[config.mk]
export PLATFORM = sky130hd
export DESIGN_NAME = tfda_ctrl
export DESIGN_NICKNAME = d
export VERILOG_FILES = /design/src/sv/tfda_pkg.sv /design/src/sv/tfda_ctrl.sv
export SDC_FILE = /design/constraint.sdc
export NUM_CORES = 1
export LEC_CHECK = 0
export ABC_AREA = 1
export BUFFER_PORTS_ARGS = -buffer_cell sky130_fd_sc_hd__buf_2
export CAP_MARGIN = 20
export CORE_MARGIN = 2
export CORE_UTILIZATION = 61
export DETAILED_ROUTE_END_ITERATION = 10
export PLACE_DENSITY = 0.77
export REMOVE_ABC_BUFFERS = 1
export SYNTH_ARGS = -nofsm -noshare
export SYNTH_HDL_FRONTEND = slang
export SYNTH_SLANG_ARGS = --single-unit
[constraint.sdc]
create_clock -name aclk -period 3.6 [get_ports aclk]
set_clock_uncertainty 0.05 [all_clocks]
set_input_delay 0.54 -clock aclk [delete_from_list [all_inputs] [get_ports aclk]]
set_output_delay 0.54 -clock aclk [all_outputs]
set_load 0.1 [all_outputs]
[src/sv/tfda_pkg.sv]
package tfda_pkg;

    localparam int WindowMax = 64;
    localparam int StageMax  = 64;
    localparam int WIDX_W    = $clog2(WindowMax);
    localparam int SIDX_W    = $clog2(StageMax);
    localparam int WCNT_W    = $clog2(WindowMax + 1);
    localparam int SCNT_W    = $clog2(StageMax + 1);
    localparam int SUM_W     = 16 + WCNT_W;

    localparam logic [7:0] SYNC_A = 8'h5A;
    localparam logic [7:0] SYNC_B = 8'h03;

    localparam logic [1:0] ST_GOOD     = 2'd0;
    localparam logic [1:0] ST_CHECKSUM = 2'd1;
    localparam logic [1:0] ST_OVERSIZE = 2'd2;

    localparam logic [1:0] REG_WINDOW_LEN = 2'd0;
    localparam logic [1:0] REG_OFFSET     = 2'd1;
    localparam logic [1:0] REG_GAIN       = 2'd2;

    // Controller commands to datapath
    typedef struct packed {
        logic       stage_low;   // capture low byte
        logic       stage_tof;   // write staged tof
        logic       stage_peak;  // write staged peak, bump count
        logic       commit_step; // push one staged pair into window
        logic       sum_clear;   // clear window sum walk
        logic       sum_step;    // add one window entry
        logic       div_start;   // start dividers
        logic       out_load;    // compute distance and load output
        logic [1:0] status;
    } tfda_cmd_t;

    typedef struct packed {
        logic              commit_done;
        logic              sum_done;
        logic              div_done;
        logic              mul_done;
    } tfda_sts_t;

endpackage

[src/sv/tfda_ctrl.sv]
module tfda_ctrl
    import tfda_pkg::*;
(
    input  logic        aclk,
    input  logic        aresetn,
    input  logic        s_valid,
    output logic        s_ready,
    input  logic [7:0]  s_rx_byte,
    output logic        m_valid,
    input  logic        m_ready,
    output tfda_cmd_t   cmd,
    input  tfda_sts_t   sts
);

    localparam logic [3:0] S_SYNC_A  = 4'd0;
    localparam logic [3:0] S_SYNC_B  = 4'd1;
    localparam logic [3:0] S_LEN_LO  = 4'd2;
    localparam logic [3:0] S_LEN_HI  = 4'd3;
    localparam logic [3:0] S_PAYLOAD = 4'd4;
    localparam logic [3:0] S_CHECK   = 4'd5;
    localparam logic [3:0] S_COMMIT  = 4'd6;
    localparam logic [3:0] S_SUM     = 4'd7;
    localparam logic [3:0] S_DIV     = 4'd8;
    localparam logic [3:0] S_MUL     = 4'd9;
    localparam logic [3:0] S_OUT     = 4'd10;

    logic [3:0]  state_reg, state_next;
    logic [15:0] len_reg, len_next;
    logic [15:0] pos_reg, pos_next;
    logic [7:0]  sum_reg, sum_next;
    logic [1:0]  status_reg, status_next;
    logic        mvalid_reg, mvalid_next;
    logic        accept;
    logic [7:0]  sum_plus;

    assign s_ready  = (state_reg <= S_CHECK) && !(state_reg == S_CHECK && mvalid_reg);
    assign accept   = s_valid && s_ready;
    assign m_valid  = mvalid_reg;
    assign sum_plus = sum_reg + s_rx_byte;

    always_comb begin
        state_next  = state_reg;
        len_next    = len_reg;
        pos_next    = pos_reg;
        sum_next    = sum_reg;
        status_next = status_reg;
        mvalid_next = mvalid_reg && !m_ready;
        cmd         = '0;
        cmd.status  = status_reg;
        case (state_reg)
            S_SYNC_A: begin
                if (accept && s_rx_byte == SYNC_A) begin
                    state_next = S_SYNC_B;
                end
            end
            S_SYNC_B: begin
                if (accept) begin
                    if (s_rx_byte == SYNC_B) begin
                        sum_next   = SYNC_B;
                        state_next = S_LEN_LO;
                    end else if (s_rx_byte != SYNC_A) begin
                        state_next = S_SYNC_A;
                    end
                end
            end
            S_LEN_LO: begin
                if (accept) begin
                    len_next   = {8'd0, s_rx_byte};
                    sum_next   = sum_plus;
                    state_next = S_LEN_HI;
                end
            end
            S_LEN_HI: begin
                if (accept) begin
                    len_next   = {s_rx_byte, len_reg[7:0]};
                    sum_next   = sum_plus;
                    pos_next   = '0;
                    state_next = ({s_rx_byte, len_reg[7:0]} == 16'd0) ? S_CHECK : S_PAYLOAD;
                end
            end
            S_PAYLOAD: begin
                if (accept) begin
                    sum_next = sum_plus;
                    if (pos_reg < {len_reg[15:2], 2'b00}) begin
                        case (pos_reg[1:0])
                            2'd1:    cmd.stage_tof  = 1'b1;
                            2'd3:    cmd.stage_peak = 1'b1;
                            default: cmd.stage_low  = 1'b1;
                        endcase
                    end
                    pos_next = pos_reg + 1'b1;
                    if (pos_reg + 1'b1 >= len_reg) begin
                        state_next = S_CHECK;
                    end
                end
            end
            S_CHECK: begin
                if (accept) begin
                    if (~sum_reg != s_rx_byte) begin
                        status_next = ST_CHECKSUM;
                        state_next  = S_SUM;
                    end else if (32'(len_reg[15:2]) > StageMax) begin
                        status_next = ST_OVERSIZE;
                        state_next  = S_SUM;
                    end else begin
                        status_next = ST_GOOD;
                        state_next  = S_COMMIT;
                    end
                    cmd.sum_clear = 1'b1;
                end
            end
            S_COMMIT: begin
                cmd.commit_step = 1'b1;
                if (sts.commit_done) begin
                    state_next = S_SUM;
                end
            end
            S_SUM: begin
                cmd.sum_step = 1'b1;
                if (sts.sum_done) begin
                    cmd.div_start = 1'b1;
                    state_next    = S_DIV;
                end
            end
            S_DIV: begin
                if (sts.div_done) begin
                    state_next = S_MUL;
                end
            end
            S_MUL: begin
                if (sts.mul_done) begin
                    state_next = S_OUT;
                end
            end
            S_OUT: begin
                if (!mvalid_reg) begin
                    cmd.out_load = 1'b1;
                    mvalid_next  = 1'b1;
                    state_next   = S_SYNC_A;
                end
            end
            default: state_next = S_SYNC_A;
        endcase
    end

    always_ff @(posedge aclk) begin
        if (!aresetn) begin
            state_reg  <= S_SYNC_A;
            len_reg    <= '0;
            pos_reg    <= '0;
            sum_reg    <= '0;
            status_reg <= ST_GOOD;
            mvalid_reg <= 1'b0;
        end else begin
            state_reg  <= state_next;
            len_reg    <= len_next;
            pos_reg    <= pos_next;
            sum_reg    <= sum_next;
            status_reg <= status_next;
            mvalid_reg <= mvalid_next;
        end
    end

    property p_load_when_free;
        @(posedge aclk) disable iff (!aresetn) cmd.out_load |-> !mvalid_reg;
    endproperty
    a_load: assert property (p_load_when_free) else $error("result overwritten");

    property p_no_accept_busy;
        @(posedge aclk) disable iff (!aresetn) (state_reg > S_CHECK) |-> !s_ready;
    endproperty
    a_busy: assert property (p_no_accept_busy) else $error("byte taken while busy");

    property p_out_to_hunt;
        @(posedge aclk) disable iff (!aresetn) cmd.out_load |=> state_reg == S_SYNC_A;
    endproperty
    a_hunt: assert property (p_out_to_hunt) else $error("no return to hunt");

endmodule

==> run metrics <==
buffers added on ports=27; crit path cell chain=inv_2, nor2_1, nand2_2, o21ai_4, nand2_4, nor3_4, nand2_1, nor2_1, buf_2; # hold bufs at CTS=0; Detailed Place HPWL=6.03 mm; post-CTS setup buffers=0; final setup fails=0; LEAKAGE=0.00167 uW; post-route ant nets=0; Non-Filler Instances=601; Synth Instances=500; worst min path class=reg2reg; CTS tree=yes; Mapped Avg Cell Area=6.81 um^2; clk_lat worst skew=0.30 ns; Slew Viols, Final=0; CP dominant cell by count=nor2_1; antenna diode count=0; initial drt markers=142; Min-Delay Endpoint=len_reg[15]$_SDFFE_PN0P_; RSZ-0062 raised after global routing=no; relative slew slack=65.1%; FMAX=329 MHz; final wirelength=7.93 mm; Clock transition at path regs=0.09 ns; status=finished clean; die area=0.00620 mm^2; H-tree levels=2; area of placed instances=0.00359 mm^2; DRC=0; Final Util=68.1%; clock root cell=clkbuf_8; Rows=27; dominant cell type by area after synthesis=dfxtp_1; routed via count=3,241; reg2reg path depth=20; crit-path max FO=9; global-route wire length before repair=13.5 mm; quantity of gates resized following cts=0; gr ovfl total=0; per-cell routed wire length=13.2 um; Synth cell types=39; Crit Reg-Reg Startpoint=pos_reg[0]$_SDFFE_PN0P_; reg2reg end=state_reg[0]$_SDFFE_PN0P_; filler cell count=491; Final Cycle Share=84.5%; Final TNS setup=0 ns; flops & latches, synth=47; CP max stage delay=0.44 ns; minimum clock period=3.04 ns; PD cells=485 mW/mm^2; Area contributors post-synth=dfxtp_1, ha_1, nand2_1; R2R Setup Slk=0.58 ns; Total GRT Usage=27.1%; Pre-antenna DRT Iters=4; top-count cell post-synth=nand2_1; initial antenna violation count=0; FFs w/ async S/R, synth=0%; synthesized cell area=0.00341 mm^2; startpoint types=flop; Longest Clk Path Bufs=2; Die H=78.7 um; WS Path Type=reg2out; Worst-Margin Slew=0.519 ns; total of max-cap violations=0; share of layout cells above drive strength 1=11.2%; number of global-route vias before repair=3,037; crit end category=output port; final net count=583; Slowest-stage cell, CP=buf_2; area added between synthesis and finish=8.74%; Die Span X=78.7 um; Cell Count Post-Placement=592; TritonCTS buffer count=5; hold wc startpoint=len_reg[15]$_SDFFE_PN0P_; Initial Utilization=62.6%; Req. time, crit path=3.01 ns; IO Pins=28; synth warn=0; WP data arrival=2.45 ns; top-area cell type share of the netlist area=27.6%; ys flop type=dfxtp_1; WHS=0.416 ns; sequential element share of the synthesized area=27.6%; list of most frequent post-synthesis cells=nand2_1, a21oi_1, inv_1, nor2_1, dfxtp_1; largest net degree at the start of global routing=33; number of synthesized flops with an enable pin=0; GPL Wtd Cong=0.895; drt via density=5.39; CORE AREA=0.00544 mm^2; Final Cell Area=0.00370 mm^2; Max IR drop VDD=0.294 mV; WHS Path Cells=2; Final Hold Vio Count=0; clk sinks=47
[placed cells by master (no fill, tap or decap), types with 3 or more instances in the layout]
| cell | netlist | routed |
|---|---|---|
| clkbuf_8 | 0 | 5 |
| a21oi_1 | 61 | 61 |
| inv_1 | 59 | 59 |
| nand2_1 | 123 | 123 |
| xnor2_1 | 6 | 6 |
| a21oi_2 | 3 | 3 |
| o21ai_0 | 19 | 19 |
| o21bai_1 | 3 | 3 |
| inv_2 | 5 | 5 |
| nand4_1 | 9 | 9 |
| nand3_1 | 21 | 21 |
| nor2_1 | 51 | 51 |
| dfxtp_1 | 47 | 47 |
| buf_2 | 2 | 27 |
| nor2_4 | 3 | 3 |
| ha_1 | 38 | 38 |
| xor2_1 | 12 | 12 |
| nor3_1 | 8 | 8 |
[metal layers]
metal / GRT usage, % / vias up / wire [um]
li1: - / 1689 / -
met1: 33.6 / 1480 / 3640
met2: 49.1 / 65 / 3920
met3: 4.20 / 7 / 304
met4: 6.67 / 0 / 58
met5: 0 / - / 0
[where the power goes]
part           internal, uW  switching, uW
combinational           263            583
sequential              581           47.3
clock                   136            189
[how the worst max path moves through the flow]
stage | slack, ns | from | to
finish | 0.56 | state_reg[0]$_SDFFE_PN0P_ | cmd[8]
global route | 0.25 | pos_reg[0]$_SDFFE_PN0P_ | state_reg[0]$_SDFFE_PN0P_
CTS | 0.56 | pos_reg[0]$_SDFFE_PN0P_ | state_reg[0]$_SDFFE_PN0P_
detailed placement | 0.59 | pos_reg[0]$_SDFFE_PN0P_ | state_reg[0]$_SDFFE_PN0P_
global placement | 0.75 | pos_reg[0]$_SDFFE_PN0P_ | state_reg[1]$_SDFFE_PN0P_
floorplan | -0.48 | m_valid$_SDFF_PN0_ | cmd[7]
[kinds of logic after synthesis]
logic type	synth area share [%]
buffers and inverters	8.45
AND/OR/NAND/NOR	29.4
AO/OA/AOI/OAI	15.4
flip-flops	27.6
XOR/XNOR	4.63
adder cells (fa/ha/maj)	14.5
[through the flow]
stage / setup slack [ns] / total power [uW]
3_3_place_gp: 0.752 / 1450
4_1_cts: 0.562 / 1800
2_1_floorplan: -0.485 / 1270
3_5_place_dp: 0.589 / 1480
6_report: 0.559 / 1800
5_1_grt: 0.247 / 1950
[final cells by class]
class | count | area [um^2] | share of cell area [%]
Multi-Input combinational cell | 381 | 2180 | 58.8
Sequential cell | 47 | 941 | 25.4
Inverter | 64 | 240 | 6.48
Timing Repair Buffer | 29 | 170 | 4.59
Tap cell | 72 | 90.1 | 2.43
Clock buffer | 6 | 72.6 | 1.96
Clock inverter | 2 | 12.5 | 0.338
[worst max-delay path: cells and delay by family (launching register included)]
kind                   cells  cell delay, ns
AND/OR/NAND/NOR            6            1.05
flip-flops                 1            0.39
buffers and inverters      2            0.52
AO/OA/AOI/OAI              1            0.18
No activity file was read; power rests on OpenSTA's default activity.
